<file path="src/design/glr_pkg.sv">
// Shared types and constants for the gradient line rasterizer.
// Imported by every module of the block; depends on nothing.

package glr_pkg;

    localparam int COORD_BITS      = 12;
    localparam int CHAN_BITS       = 8;
    localparam int NUM_CHAN        = 3;
    localparam int COLOR_BITS      = CHAN_BITS * NUM_CHAN;
    localparam int QUEUE_DEPTH_DEF = 4;

    // Command codes on the input channel
    localparam logic CMD_LOAD = 1'b0;
    localparam logic CMD_STEP = 1'b1;

    typedef logic signed [COORD_BITS-1:0] coord_t;
    typedef logic        [COORD_BITS-1:0] span_t;
    typedef logic signed [COORD_BITS:0]   err_t;
    typedef logic        [CHAN_BITS-1:0]  chan_t;
    typedef logic        [COLOR_BITS-1:0] color_t;

    // One queued command: a line set-up (is_load) or a bare step request
    typedef struct packed {
        logic                      is_load;
        logic                      swap_axes;
        logic                      minor_down;
        coord_t                    start_major;
        coord_t                    start_minor;
        coord_t                    end_major;
        span_t                     major_span;
        span_t                     minor_span;
        chan_t [NUM_CHAN-1:0]      left;
        logic  [NUM_CHAN-1:0]      neg;
        chan_t [NUM_CHAN-1:0]      mag;
    } glr_entry_t;

endpackage

</file>
<file path="src/design/glr_front.sv">
// Front end: accepts commands, sets up lines and filters steps to idle lines.
// Depends on glr_pkg; feeds glr_queue.

module glr_front (
    input  logic               aclk,
    input  logic               aresetn,
    input  logic               s_valid,
    output logic               s_ready,
    input  logic               s_cmd,
    input  glr_pkg::coord_t    s_x_start,
    input  glr_pkg::coord_t    s_y_start,
    input  glr_pkg::coord_t    s_x_end,
    input  glr_pkg::coord_t    s_y_end,
    input  glr_pkg::color_t    s_color_start,
    input  glr_pkg::color_t    s_color_end,
    input  logic               q_full,
    output logic               q_push,
    output glr_pkg::glr_entry_t q_entry
);
    import glr_pkg::*;

    logic                  active_reg, active_next;
    span_t                 remain_reg, remain_next;
    logic                  accept;

    logic [COORD_BITS:0]   dx, dy, dx_neg, dy_neg;
    span_t                 adx, ady;
    logic                  swap, rev;
    logic [COORD_BITS:0]   nd;
    logic                  nd_neg, nd_zero;
    coord_t                a0, a1, b0, b1;
    chan_t [NUM_CHAN-1:0]  c0_arr, c1_arr, lft, rgt;

    assign s_ready = !q_full;
    assign accept  = s_valid && s_ready;

    // Axis choice and endpoint ordering
    always_comb begin
        dx     = {s_x_end[COORD_BITS-1], s_x_end} - {s_x_start[COORD_BITS-1], s_x_start};
        dy     = {s_y_end[COORD_BITS-1], s_y_end} - {s_y_start[COORD_BITS-1], s_y_start};
        dx_neg = -dx;
        dy_neg = -dy;
        adx    = dx[COORD_BITS] ? dx_neg[COORD_BITS-1:0] : dx[COORD_BITS-1:0];
        ady    = dy[COORD_BITS] ? dy_neg[COORD_BITS-1:0] : dy[COORD_BITS-1:0];
        swap   = ady > adx;
        rev    = swap ? dy[COORD_BITS] : dx[COORD_BITS];
        nd     = swap ? dx : dy;
        nd_neg = nd[COORD_BITS];
        nd_zero = (nd == '0);
        a0     = swap ? s_y_start : s_x_start;
        a1     = swap ? s_y_end   : s_x_end;
        b0     = swap ? s_x_start : s_y_start;
        b1     = swap ? s_x_end   : s_y_end;
        c0_arr = s_color_start;
        c1_arr = s_color_end;
        lft    = rev ? c1_arr : c0_arr;
        rgt    = rev ? c0_arr : c1_arr;

        q_entry             = '0;
        q_entry.is_load     = (s_cmd == CMD_LOAD);
        q_entry.swap_axes   = swap;
        q_entry.minor_down  = rev ? !nd_neg : (nd_neg || nd_zero);
        q_entry.start_major = rev ? a1 : a0;
        q_entry.end_major   = rev ? a0 : a1;
        q_entry.start_minor = rev ? b1 : b0;
        q_entry.major_span  = swap ? ady : adx;
        q_entry.minor_span  = swap ? adx : ady;
        q_entry.left        = lft;
        // Per channel sign and size of the colour difference
        for (int i = 0; i < NUM_CHAN; i++) begin
            q_entry.neg[i] = rgt[i] < lft[i];
            q_entry.mag[i] = (rgt[i] < lft[i]) ? (lft[i] - rgt[i]) : (rgt[i] - lft[i]);
        end
    end

    // Track the line being walked so steps past its end are dropped here
    always_comb begin
        active_next = active_reg;
        remain_next = remain_reg;
        q_push      = 1'b0;
        if (accept) begin
            if (s_cmd == CMD_LOAD) begin
                q_push      = 1'b1;
                active_next = 1'b1;
                remain_next = q_entry.major_span;
            end else if (active_reg) begin
                q_push = 1'b1;
                if (remain_reg == '0) begin
                    active_next = 1'b0;
                end else begin
                    remain_next = remain_reg - span_t'(1);
                end
            end
        end
    end

    always_ff @(posedge aclk) begin
        if (!aresetn) begin
            active_reg <= 1'b0;
            remain_reg <= '0;
        end else begin
            active_reg <= active_next;
            remain_reg <= remain_next;
        end
    end

endmodule

</file>
<file path="src/design/glr_queue.sv">
// Short command queue between the front and back ends.
// Depends on glr_pkg for the entry type.

module glr_queue #(
    parameter int DEPTH = glr_pkg::QUEUE_DEPTH_DEF
) (
    input  logic                aclk,
    input  logic                aresetn,
    input  logic                push,
    input  glr_pkg::glr_entry_t push_entry,
    input  logic                pop,
    output glr_pkg::glr_entry_t head,
    output logic                head_valid,
    output logic                full
);
    import glr_pkg::*;

    localparam int PTR_W = (DEPTH > 1) ? $clog2(DEPTH) : 1;
    localparam int CNT_W = $clog2(DEPTH + 1);

    glr_entry_t             mem_reg [DEPTH];
    logic [PTR_W-1:0]       wr_ptr_reg, rd_ptr_reg;
    logic [CNT_W-1:0]       count_reg;
    logic                   do_push, do_pop;

    assign head_valid = (count_reg != '0);
    assign full       = (count_reg == CNT_W'(DEPTH));
    assign head       = mem_reg[rd_ptr_reg];
    assign do_push    = push && !full;
    assign do_pop     = pop && head_valid;

    // Storage
    always_ff @(posedge aclk) begin
        if (do_push) begin
            mem_reg[wr_ptr_reg] <= push_entry;
        end
    end

    // Pointers and fill level
    always_ff @(posedge aclk) begin
        if (!aresetn) begin
            wr_ptr_reg <= '0;
            rd_ptr_reg <= '0;
            count_reg  <= '0;
        end else begin
            if (do_push) begin
                wr_ptr_reg <= (wr_ptr_reg == PTR_W'(DEPTH - 1)) ? '0 : wr_ptr_reg + PTR_W'(1);
            end
            if (do_pop) begin
                rd_ptr_reg <= (rd_ptr_reg == PTR_W'(DEPTH - 1)) ? '0 : rd_ptr_reg + PTR_W'(1);
            end
            if (do_push && !do_pop) begin
                count_reg <= count_reg + CNT_W'(1);
            end else if (do_pop && !do_push) begin
                count_reg <= count_reg - CNT_W'(1);
            end
        end
    end

endmodule

</file>
<file path="src/design/glr_div.sv">
// Restoring divider, one quotient bit per cycle, three colour lanes side by side.
// Gives the per-step colour increment (quotient and remainder of diff / span).

module glr_div (
    input  logic                                 aclk,
    input  logic                                 aresetn,
    input  logic                                 start,
    input  glr_pkg::chan_t [glr_pkg::NUM_CHAN-1:0] dividend,
    input  glr_pkg::span_t                       divisor,
    output logic                                 busy,
    output glr_pkg::chan_t [glr_pkg::NUM_CHAN-1:0] quot,
    output glr_pkg::span_t [glr_pkg::NUM_CHAN-1:0] rem
);
    import glr_pkg::*;

    localparam int CNT_W = $clog2(CHAN_BITS);

    logic                   busy_reg;
    logic [CNT_W-1:0]       cnt_reg;
    span_t                  divisor_reg;
    chan_t [NUM_CHAN-1:0]   dvd_reg, dvd_next;
    chan_t [NUM_CHAN-1:0]   quot_reg, quot_next;
    span_t [NUM_CHAN-1:0]   rem_reg, rem_next;
    logic [COORD_BITS:0]    rem_sh [NUM_CHAN];
    logic [COORD_BITS:0]    trial [NUM_CHAN];
    logic [NUM_CHAN-1:0]    ge;

    assign busy = busy_reg;
    assign quot = quot_reg;
    assign rem  = rem_reg;

    // One shift-and-subtract step per lane
    always_comb begin
        for (int i = 0; i < NUM_CHAN; i++) begin
            rem_sh[i]   = {rem_reg[i], dvd_reg[i][CHAN_BITS-1]};
            trial[i]    = rem_sh[i] - {1'b0, divisor_reg};
            ge[i]       = rem_sh[i] >= {1'b0, divisor_reg};
            rem_next[i] = ge[i] ? trial[i][COORD_BITS-1:0] : rem_sh[i][COORD_BITS-1:0];
            quot_next[i] = {quot_reg[i][CHAN_BITS-2:0], ge[i]};
            dvd_next[i] = {dvd_reg[i][CHAN_BITS-2:0], 1'b0};
        end
    end

    // Datapath
    always_ff @(posedge aclk) begin
        if (start) begin
            dvd_reg     <= dividend;
            divisor_reg <= divisor;
            quot_reg    <= '0;
            rem_reg     <= '0;
        end else if (busy_reg) begin
            dvd_reg  <= dvd_next;
            quot_reg <= quot_next;
            rem_reg  <= rem_next;
        end
    end

    // Iteration count
    always_ff @(posedge aclk) begin
        if (!aresetn) begin
            busy_reg <= 1'b0;
            cnt_reg  <= '0;
        end else if (start) begin
            busy_reg <= 1'b1;
            cnt_reg  <= '0;
        end else if (busy_reg) begin
            cnt_reg <= cnt_reg + CNT_W'(1);
            if (cnt_reg == CNT_W'(CHAN_BITS - 1)) begin
                busy_reg <= 1'b0;
            end
        end
    end

endmodule

</file>
<file path="src/design/glr_back.sv">
// Back end: walks the line (Bresenham), blends colour incrementally, drives results.
// Depends on glr_pkg and glr_div; pops commands from glr_queue.

module glr_back (
    input  logic                aclk,
    input  logic                aresetn,
    input  glr_pkg::glr_entry_t head,
    input  logic                head_valid,
    output logic                pop,
    output logic                m_valid,
    input  logic                m_ready,
    output glr_pkg::coord_t     m_pixel_x,
    output glr_pkg::coord_t     m_pixel_y,
    output glr_pkg::color_t     m_pixel_color,
    output logic                m_last_pixel
);
    import glr_pkg::*;

    typedef enum logic [1:0] {
        ST_WALK = 2'b01,
        ST_DIV  = 2'b10
    } back_state_t;

    back_state_t            state_reg, state_next;

    // Walk state
    logic                   swap_reg, down_reg;
    coord_t                 cur_major_reg, cur_minor_reg, end_major_reg;
    span_t                  major_span_reg, minor_span_reg;
    err_t                   err_reg, err_next, err_sub;
    chan_t [NUM_CHAN-1:0]   left_reg;
    logic  [NUM_CHAN-1:0]   neg_reg;
    chan_t [NUM_CHAN-1:0]   acc_q_reg, acc_q_next;
    span_t [NUM_CHAN-1:0]   acc_r_reg, acc_r_next;
    coord_t                 cur_minor_next;

    // Output stage
    logic                   m_valid_reg;
    coord_t                 pix_x_reg, pix_y_reg;
    color_t                 pix_color_reg;
    logic                   last_reg;

    // Divider
    logic                   div_start, div_busy;
    chan_t [NUM_CHAN-1:0]   q_step;
    span_t [NUM_CHAN-1:0]   r_step;

    logic                   out_free, pop_load, pop_step;
    chan_t [NUM_CHAN-1:0]   color_arr;
    logic [COORD_BITS:0]    r_sum [NUM_CHAN];
    logic [COORD_BITS:0]    r_red [NUM_CHAN];
    logic [NUM_CHAN-1:0]    r_wrap;

    glr_div u_div (
        .aclk     (aclk),
        .aresetn  (aresetn),
        .start    (div_start),
        .dividend (head.mag),
        .divisor  (head.major_span),
        .busy     (div_busy),
        .quot     (q_step),
        .rem      (r_step)
    );

    assign out_free  = !m_valid_reg || m_ready;
    assign pop_load  = (state_reg == ST_WALK) && head_valid && head.is_load;
    assign pop_step  = (state_reg == ST_WALK) && head_valid && !head.is_load && out_free;
    assign pop       = pop_load || pop_step;
    assign div_start = pop_load;

    assign m_valid       = m_valid_reg;
    assign m_pixel_x     = pix_x_reg;
    assign m_pixel_y     = pix_y_reg;
    assign m_pixel_color = pix_color_reg;
    assign m_last_pixel  = last_reg;

    // Sequencer: a load waits for the colour step division
    always_comb begin
        state_next = state_reg;
        case (state_reg)
            ST_WALK: if (pop_load) state_next = ST_DIV;
            ST_DIV:  if (!div_busy) state_next = ST_WALK;
            default: state_next = ST_WALK;
        endcase
    end

    // Current colour, and the colour accumulators for the next pixel
    always_comb begin
        for (int i = 0; i < NUM_CHAN; i++) begin
            color_arr[i]  = neg_reg[i] ? (left_reg[i] - acc_q_reg[i])
                                       : (left_reg[i] + acc_q_reg[i]);
            r_sum[i]      = {1'b0, acc_r_reg[i]} + {1'b0, r_step[i]};
            r_red[i]      = r_sum[i] - {1'b0, major_span_reg};
            r_wrap[i]     = r_sum[i] >= {1'b0, major_span_reg};
            acc_r_next[i] = r_wrap[i] ? r_red[i][COORD_BITS-1:0] : r_sum[i][COORD_BITS-1:0];
            acc_q_next[i] = acc_q_reg[i] + q_step[i] + chan_t'(r_wrap[i]);
        end
    end

    // Bresenham error step
    always_comb begin
        err_sub        = err_reg - err_t'({1'b0, minor_span_reg});
        err_next       = err_sub;
        cur_minor_next = cur_minor_reg;
        if (err_sub[COORD_BITS]) begin
            err_next       = err_sub + err_t'({1'b0, major_span_reg});
            cur_minor_next = down_reg ? (cur_minor_reg - coord_t'(1))
                                      : (cur_minor_reg + coord_t'(1));
        end
    end

    // Walk registers
    always_ff @(posedge aclk) begin
        if (pop_load) begin
            swap_reg       <= head.swap_axes;
            down_reg       <= head.minor_down;
            cur_major_reg  <= head.start_major;
            cur_minor_reg  <= head.start_minor;
            end_major_reg  <= head.end_major;
            major_span_reg <= head.major_span;
            minor_span_reg <= head.minor_span;
            err_reg        <= err_t'({2'b00, head.major_span[COORD_BITS-1:1]});
            left_reg       <= head.left;
            neg_reg        <= head.neg;
            acc_q_reg      <= '0;
            acc_r_reg      <= '0;
        end else if (pop_step) begin
            cur_major_reg <= cur_major_reg + coord_t'(1);
            cur_minor_reg <= cur_minor_next;
            err_reg       <= err_next;
            acc_q_reg     <= acc_q_next;
            acc_r_reg     <= acc_r_next;
        end
    end

    // Result payload
    always_ff @(posedge aclk) begin
        if (pop_step) begin
            pix_x_reg     <= swap_reg ? cur_minor_reg : cur_major_reg;
            pix_y_reg     <= swap_reg ? cur_major_reg : cur_minor_reg;
            pix_color_reg <= color_arr;
            last_reg      <= (cur_major_reg == end_major_reg);
        end
    end

    // Control
    always_ff @(posedge aclk) begin
        if (!aresetn) begin
            state_reg   <= ST_WALK;
            m_valid_reg <= 1'b0;
        end else begin
            state_reg <= state_next;
            if (pop_step) begin
                m_valid_reg <= 1'b1;
            end else if (m_ready) begin
                m_valid_reg <= 1'b0;
            end
        end
    end

endmodule

</file>
<file path="src/design/gradient_line_rasterizer_core.sv">
// Top level of the gradient line rasterizer: front end, command queue, back end.
// Depends on glr_pkg, glr_front, glr_queue, glr_div and glr_back.
//
//   Channel   Direction  Handshake          Transfer
//   s_*       in         s_valid / s_ready  one command: load a line or step one pixel
//   m_*       out        m_valid / m_ready  one pixel with blended colour and last flag
//
// Steps give one pixel per cycle unless stalled, registered in queue and output stage.
// A load holds the back end for the restoring divide of the colour step;
//   steps behind it wait in the queue, and s_ready drops only when the queue is full.
// Steps to an idle line are taken and dropped in the front end.
// aresetn is synchronous; it empties the queue and the output stage.
// A stall on m_ready holds the output register and backs up into the queue.

module gradient_line_rasterizer_core #(
    parameter int QUEUE_DEPTH = glr_pkg::QUEUE_DEPTH_DEF
) (
    input  logic             aclk,
    input  logic             aresetn,
    input  logic             s_valid,
    output logic             s_ready,
    input  logic             s_cmd,
    input  glr_pkg::coord_t  s_x_start,
    input  glr_pkg::coord_t  s_y_start,
    input  glr_pkg::coord_t  s_x_end,
    input  glr_pkg::coord_t  s_y_end,
    input  glr_pkg::color_t  s_color_start,
    input  glr_pkg::color_t  s_color_end,
    output logic             m_valid,
    input  logic             m_ready,
    output glr_pkg::coord_t  m_pixel_x,
    output glr_pkg::coord_t  m_pixel_y,
    output glr_pkg::color_t  m_pixel_color,
    output logic             m_last_pixel
);
    import glr_pkg::*;

    glr_entry_t  push_entry, head;
    logic        push, pop, head_valid, full;

    glr_front u_front (
        .aclk          (aclk),
        .aresetn       (aresetn),
        .s_valid       (s_valid),
        .s_ready       (s_ready),
        .s_cmd         (s_cmd),
        .s_x_start     (s_x_start),
        .s_y_start     (s_y_start),
        .s_x_end       (s_x_end),
        .s_y_end       (s_y_end),
        .s_color_start (s_color_start),
        .s_color_end   (s_color_end),
        .q_full        (full),
        .q_push        (push),
        .q_entry       (push_entry)
    );

    glr_queue #(
        .DEPTH (QUEUE_DEPTH)
    ) u_queue (
        .aclk       (aclk),
        .aresetn    (aresetn),
        .push       (push),
        .push_entry (push_entry),
        .pop        (pop),
        .head       (head),
        .head_valid (head_valid),
        .full       (full)
    );

    glr_back u_back (
        .aclk          (aclk),
        .aresetn       (aresetn),
        .head          (head),
        .head_valid    (head_valid),
        .pop           (pop),
        .m_valid       (m_valid),
        .m_ready       (m_ready),
        .m_pixel_x     (m_pixel_x),
        .m_pixel_y     (m_pixel_y),
        .m_pixel_color (m_pixel_color),
        .m_last_pixel  (m_last_pixel)
    );

endmodule

</file>
<file path="config.mk">
export PLATFORM = sky130hd
export DESIGN_NAME = gradient_line_rasterizer_core
export DESIGN_NICKNAME = d
export VERILOG_FILES = /design/src/design/glr_pkg.sv /design/src/design/glr_front.sv /design/src/design/glr_queue.sv /design/src/design/glr_div.sv /design/src/design/glr_back.sv /design/src/design/gradient_line_rasterizer_core.sv
export SDC_FILE = /design/constraint.sdc
export NUM_CORES = 2
export LEC_CHECK = 0
export ABC_AREA = 1
export ABC_CLOCK_PERIOD_IN_PS = 7650
export BUFFER_PORTS_ARGS = -buffer_cell sky130_fd_sc_hd__buf_4
export CAP_MARGIN = 40
export CORE_ASPECT_RATIO = 1.4
export CORE_UTILIZATION = 40
export CTS_CLUSTER_DIAMETER = 60
export DETAILED_ROUTE_END_ITERATION = 12
export PLACE_DENSITY = 0.65
export SLEW_MARGIN = 20
export SYNTH_ARGS = -nofsm -noshare
export SYNTH_HDL_FRONTEND = slang
export SYNTH_SLANG_ARGS = --single-unit
</file>
<file path="constraint.sdc">
create_clock -name aclk -period 7.65 [get_ports aclk]
set_clock_uncertainty 0.1 [all_clocks]
set_input_delay 0.3825 -clock aclk [delete_from_list [all_inputs] [get_ports aclk]]
set_output_delay 0.3825 -clock aclk [all_outputs]
set_load 0.05 [all_outputs]
</file>
* Word level (Yosys, flattened, before mapping)
Memory sizes are Yosys's and may differ from the RTL's. A register that Yosys moved wholly into a read port is not among the register bits. Index checks and enable logic that the tools add are counted.
Cells by class: bitwise gates (word level) 2, add/subtract/negate cells 42, order comparisons 10, muxes and demuxes 66, equality and inequality tests 11, reduce and logical (&&, ||, !) cells 30
Operator list (number):
- 2-to-1 mux 12 bit | 28
- 2-to-1 mux 24 bit | 4
- >= comparator 13 x 12 -> 1 bit | 6
- subtractor 12 bit | 6
- subtractor 8 bit | 9
- adder 8 bit | 6
- 2-to-1 mux 8 bit | 6
- adder 12 x 12 -> 13 bit | 3
- 2-to-1 mux 13 bit | 2
- subtractor 12 x 12 -> 13 bit | 2
- adder 12 x 2 -> 12 bit (second input constant) | 2
- adder 8 x 1 -> 8 bit | 3
- < comparator 8 bit | 3
- negation 12 bit | 2
- 2-to-1 mux 11 bit | 2
- 2-to-1 mux 1 bit | 15
- adder 13 bit | 1
- zero test 13 bit | 1
- subtractor 13 bit | 1
- == test 12 bit | 1
- > comparator 12 bit | 1
- zero test 12 bit | 1
- 2-to-1 mux 2 bit | 6
- subtractor 12 x 1 -> 12 bit (second input constant) | 1
- 20 further kinds | 49
Word-level totals: logic and storage cells 203, bits in registers 322, RAM bits 456, memories 1, output and inout bits 51, input port bits 101
Memories:
- u_queue.mem_reg | depth 4, bits a word 114, read ports 1, clocked after memory_dff 1, write ports 1, line glr_queue.sv:21 | glr_entry_t mem_reg [DEPTH];

* Depth between registers and ports, before layout
depth after elaboration 9, depth in mapped cells 41, gate-level depth less buffers 40

* Cells and area by module
Synthesis repeated with hierarchy kept, for this count alone.
Second synthesis, totals: cells, all modules 5610, area, all modules 47195.3 sq um
Modules (own cells, without submodules):
- glr_queue | instances 1, area an instance 17481.8 sq um, cells an instance 1173
- glr_back | instances 1, area an instance 16255.6 sq um, cells an instance 2101
- glr_front | instances 1, area an instance 7290.7 sq um, cells an instance 1458
- glr_div | instances 1, area an instance 6167.2 sq um, cells an instance 878

* Worst setup path after synthesis
OpenSTA, ideal clock, no wires.
path type register to register, start register u_queue.count_reg[1], end memory u_queue.mem_reg[0][0] in the netlist's numbering (enable), stages on the path, launching flop included 7, buffers on the path 0, clock period less this slack 6.818 ns, slack 0.832 ns, required time 6.961 ns, data arrival time 6.129 ns, cell sequence dfxtp_1 inv_1 nand3_1 nand2_1 nor2_1 clkinv_1 nor2_1
Between the ends: cells in the longest elaborated chain, start to end 7
Ends and longest elaborated chain:
- start, declared | line glr_queue.sv:23 | logic [CNT_W-1:0] count_reg;
- start signal, assigned | line glr_queue.sv:53 | count_reg <= count_reg + CNT_W'(1);
- start signal, assigned | line glr_queue.sv:55 | count_reg <= count_reg - CNT_W'(1);
- == test 3 bit * | line glr_queue.sv:27 | assign full = (count_reg == CNT_W'(DEPTH));
- zero test 1 bit * | line glr_front.sv:34 | assign s_ready = !q_full;
- net s_ready | line gradient_line_rasterizer_core.sv:21 | output logic s_ready,
- logical AND 1 bit | line glr_front.sv:35 | assign accept = s_valid && s_ready;
- 2-to-1 mux 1 bit | line glr_front.sv:81 | if (accept) begin
- logical AND 1 bit * | line glr_queue.sv:29 | assign do_push = push && !full;
- net u_queue.do_push | line glr_queue.sv:24 | logic do_push, do_pop;
- 2-to-1 mux 1 bit * | line glr_queue.sv:34 | if (do_push) begin
- 2-to-1 mux 1 bit (implied by the code) * | line glr_queue.sv:35 | mem_reg[wr_ptr_reg] <= push_entry;
- end, declared | line glr_queue.sv:21
The timed path passes the listed nets; every way through them passes the cells marked *.

* Worst setup path after layout
start register u_back.u_div.rem_reg, in the netlist u_back.u_div.rem[12], end register u_back.acc_q_reg[14] in the netlist's numbering
Between the ends: cells in the longest elaborated chain, start to end 3
Ends and longest elaborated chain:
- start, declared | line glr_div.sv:23 | span_t [NUM_CHAN-1:0] rem_reg, rem_next;
- start signal, assigned | line glr_div.sv:54 | rem_reg <= rem_next;
- adder 12 x 12 -> 13 bit | line glr_back.sv:92 | r_sum[i] = {1'b0, acc_r_reg[i]} + {1'b0, r_step[i]};
- >= comparator 13 x 12 -> 1 bit | line glr_back.sv:94 | r_wrap[i] = r_sum[i] >= {1'b0, major_span_reg};
- adder 8 x 1 -> 8 bit | line glr_back.sv:96 | acc_q_next[i] = acc_q_reg[i] + q_step[i] + chan_t'(r_wrap[i]);
- end signal, assigned | line glr_back.sv:131 | acc_q_reg <= acc_q_next;
- end, declared | line glr_back.sv:33 | chan_t [NUM_CHAN-1:0] acc_q_reg, acc_q_next;
No other way between the ends. A chain may end at the register's enable or synchronous reset.

==> impl_metrics.ini <==
[synthesis]
ys_seq_area_frac = 0.505
async_flop_share = 0
synth_largest_type_area_fraction = 0.436
synthesis.instances = 4829
synth_cell_type_count = 59
ys_dominant_reg_cell = sky130_fd_sc_hd__edfxtp_1
synthesis.yosys.warnings = 0
postSynthAreaPerCell_um2 = 8.98
synth_area_leader_cell = sky130_fd_sc_hd__edfxtp_1
synth_area_um2 = 43400
synth.ff_latch_count = 780
synthesis.nets = 5192
count_of_flip_flops_with_a_built_in_enable_after_synthesis = 629
netlist_top_cells_area = sky130_fd_sc_hd__edfxtp_1 (44%), sky130_fd_sc_hd__nand2_1 (9.0%), sky130_fd_sc_hd__dfxtp_1 (7.0%)

[finish]
filler_cell_count = 10200
final_util = 0.455
layout_common_cells = sky130_fd_sc_hd__nand2_1 (1035), sky130_fd_sc_hd__edfxtp_1 (629), sky130_fd_sc_hd__o21ai_0 (502)
syn_to_final_growth_pct = 12.7
ratio_of_cells_with_drive_above_1_in_the_final_layout = 0.0807
number_of_flip_flops_under_the_largest_register_name = 456
num-nets-final = 5312
final_common_cell = sky130_fd_sc_hd__nand2_1

[timing]
final_slew_viol_count = 0
period_needed_ns = 5.57
fin_crit_sh = 0.728
totalNegativeSetupSlack_ns = 0
max_freq_mhz = 180
setup_viol = 0
slew_worst_pin_ns = 0.858
slew-limit-headroom = 0.428
rsz_0062_raised_after_global_routing = no
hold_viol = 0

[worst_setup_path]
worstSetupStartpointType = flip-flop
ff2ff_setup_slack_ns = 2.08
worst_setup_path_end_kind = flip-flop
setup.worst_path.class = flip-flop to flip-flop
cp_data_arrival_time_ns = 5.99
r2r-start = u_back.u_div.rem[12]
timing.reg2reg.worst_path_depth = 19
capture_point_of_the_worst_reg_to_reg_path = u_back.acc_q_reg[14]
cp_max_fo = 22
required_ns = 8.07

[route]
drt_pass1_iterations = 5
drt_drc_violations_left = 0
dr.first_iter.drc_count = 2371
post_detailed_routing_wire_length_mm = 115
drtAntennaViolNets = 0
routed-via-count = 34000
wl_per_cell_um = 17.8
viasPerCell = 5.28

[cts]
cts_inserted_buffers = 77
h_tree_depth_reported_by_cts = 3
postCtsSetupRepairBufs = 0
cts_tree = built
numClockSinks = 780
cts_max_path_buffers = 3
cts.clk_slew.worst_paths_ns = 0.07
cts-root-buf = sky130_fd_sc_hd__clkbuf_16
worst_skew_pair.late_latency_ns = 0.67

[outcome]
run_status = complete, no violations

[floorplan]
rows = 142
fp.coreArea_um2 = 107000
fp.dieW_um = 280
fp.dieArea_um2 = 110000
die_y_um = 392
floorplan.io_pins = 152
initial_core_util = 0.404

[grt]
grt_antenna_before_repair = 1
largest_net_degree_at_the_start_of_global_routing = 146
via_count_of_the_first_global_routing_pass = 32800
overflow = 0
grt_first_pass_wirelength_mm = 178
grtUsageTotal = 0.208

[placed_design]
detailed_place_hpwl_mm = 81.4
portBuffers = 151
gp_routability_congestion = 0.927

[power]
power.sequential.fraction = 0.313
p_per_area_nw_per_um2 = 474
design_power_total_mw = 23.1
switching_component_of_the_power_mw = 10.4
intPower_mw = 12.7
portion_of_total_power_attributed_to_the_clock_network = 0.171
p_leak_nw = 20.2
power_switching_share = 0.450
combPwrFrac = 0.515
vdd.ir_drop.worst_uv = 342

[min_path]
hp-start = s_cmd
worst_hold_path.endpoint = u_front.remain_reg[4]
timing.hold.worst_path_depth = 3
hp-class = primary input to flip-flop

[job]
maxCapViolations = 0
[per-stage QoR]
| stage | area (um^2) | setup slack, ns | hold slack [ns] | std cells |
|---|---|---|---|---|
| after global routing | 48900 | 1.50 | 0.0648 | 6448 |
| after floorplan | 43400 | 0.832 | 0.327 | 4829 |
| after global placement | 46000 | 1.73 | 0.340 | 6291 |
| final | 48900 | 2.08 | 0.0515 | 6449 |
| after detailed placement | 46100 | 1.59 | 0.347 | 6299 |
| after CTS | 48800 | 2.00 | 0.00126 | 6446 |
[power groups by stage]
stage	combinational [mW]	clock (mW)	sequential (mW)
finish	11.9	3.96	7.25
global route	13.3	4.18	7.35
CTS	11.9	4.05	7.26
detailed placement	11.9	0	7.34
global placement	11.6	0	7.34
floorplan	8.08	0	7.60
[critical path, stage by stage, from the launching register on]
cell,delay [ns]
sky130_fd_sc_hd__dfxtp_1,0.35
sky130_fd_sc_hd__ha_1,0.25
sky130_fd_sc_hd__fa_1,0.49
sky130_fd_sc_hd__a21oi_1,0.28
sky130_fd_sc_hd__o21ai_0,0.20
sky130_fd_sc_hd__a21boi_0,0.35
sky130_fd_sc_hd__xor2_1,0.26
sky130_fd_sc_hd__ha_1,0.31
sky130_fd_sc_hd__a21oi_1,0.20
sky130_fd_sc_hd__o41ai_1,0.11
sky130_fd_sc_hd__o21ai_0,0.18
sky130_fd_sc_hd__nand2_1,0.48
sky130_fd_sc_hd__fa_1,0.65
sky130_fd_sc_hd__fa_1,0.47
sky130_fd_sc_hd__a31oi_1,0.24
sky130_fd_sc_hd__nor2_1,0.06
sky130_fd_sc_hd__o21ai_0,0.14
sky130_fd_sc_hd__nand2_1,0.08
sky130_fd_sc_hd__xnor2_1,0.13
sky130_fd_sc_hd__o21ai_0,0.09
[worst max path at each step]
stage	end	slack (ns)	cells after the start	startpoint
2_1_floorplan	u_queue.mem_reg[0][0]	0.83	6	u_queue.count_reg[1]
4_1_cts	u_back.acc_q_reg[14]	2.00	19	u_back.u_div.rem[12]
6_report	u_back.acc_q_reg[14]	2.08	19	u_back.u_div.rem[12]
5_1_grt	u_back.acc_q_reg[14]	1.50	19	u_back.u_div.rem[12]
3_5_place_dp	u_queue.mem_reg[0][21]	1.59	33	s_x_start[0]
3_3_place_gp	u_queue.mem_reg[1][21]	1.73	35	s_x_start[0]
[cells in the mapped netlist (3+ instances only)]
cell,count
sky130_fd_sc_hd__o2111ai_1,6
sky130_fd_sc_hd__inv_1,460
sky130_fd_sc_hd__mux2i_1,11
sky130_fd_sc_hd__o21ai_0,503
sky130_fd_sc_hd__nand2_4,6
sky130_fd_sc_hd__edfxtp_1,629
sky130_fd_sc_hd__o21ai_1,9
sky130_fd_sc_hd__nor4_1,11
sky130_fd_sc_hd__a211oi_1,17
sky130_fd_sc_hd__fa_1,24
sky130_fd_sc_hd__nor2_1,503
sky130_fd_sc_hd__o41ai_1,3
sky130_fd_sc_hd__o211ai_2,3
sky130_fd_sc_hd__buf_1,8
sky130_fd_sc_hd__nand4_1,40
sky130_fd_sc_hd__o211ai_1,16
sky130_fd_sc_hd__clkinv_1,7
sky130_fd_sc_hd__nand3b_1,5
sky130_fd_sc_hd__a221oi_1,4
sky130_fd_sc_hd__buf_6,3
sky130_fd_sc_hd__nand2_1,1035
sky130_fd_sc_hd__nor3_1,30
sky130_fd_sc_hd__o31ai_1,7
sky130_fd_sc_hd__xnor2_1,80
sky130_fd_sc_hd__nand3_1,167
sky130_fd_sc_hd__o22ai_1,118
sky130_fd_sc_hd__a21oi_1,267
sky130_fd_sc_hd__buf_2,15
sky130_fd_sc_hd__o21ai_2,4
sky130_fd_sc_hd__inv_2,8
sky130_fd_sc_hd__a31oi_1,65
sky130_fd_sc_hd__clkbuf_1,139
sky130_fd_sc_hd__dfxtp_1,151
sky130_fd_sc_hd__or2_2,23
sky130_fd_sc_hd__a21o_1,7
sky130_fd_sc_hd__nand3_2,9
sky130_fd_sc_hd__o21bai_1,17
sky130_fd_sc_hd__a21oi_4,3
sky130_fd_sc_hd__nand2_2,8
sky130_fd_sc_hd__xor2_1,146
sky130_fd_sc_hd__ha_1,238
[repair_timing]
action,CTS,global route
gates resized for setup,0,0
hold endpoints to repair,37,0
hold buffers,9,0
[layout make-up]
cell class | count | area (um^2) | area share
sequential | 780 | 21900 | 0.449
multi-input combinational | 3405 | 19000 | 0.389
clock buffer | 89 | 2010 | 0.0412
tap | 1440 | 1800 | 0.0369
inverter | 475 | 1790 | 0.0366
timing repair buffer | 210 | 1710 | 0.0350
clock inverter | 49 | 611 | 0.0125
antenna | 1 | 2.50 | 0.0000512
[per-layer routing]
metal	GRT usage	vias up	routed length, um
met4	0.0910	0	4480
met3	0.0264	212	5430
met2	0.371	828	57800
met1	0.249	16200	47300
met5	0	-	0
li1	-	16800	-
[cell families after synthesis]
| family | Yosys count | synth area share |
|---|---|---|
| AND/OR/NAND/NOR | 1845 | 0.174 |
| multiplexers | 11 | 0.00254 |
| adder cells (fa/ha/maj) | 262 | 0.0797 |
| buffers and inverters | 644 | 0.0576 |
| AO/OA/AOI/OAI | 1061 | 0.135 |
| flip-flops | 780 | 0.505 |
| XOR/XNOR | 226 | 0.0456 |
Note: power is estimated with default switching activity, not from simulation.
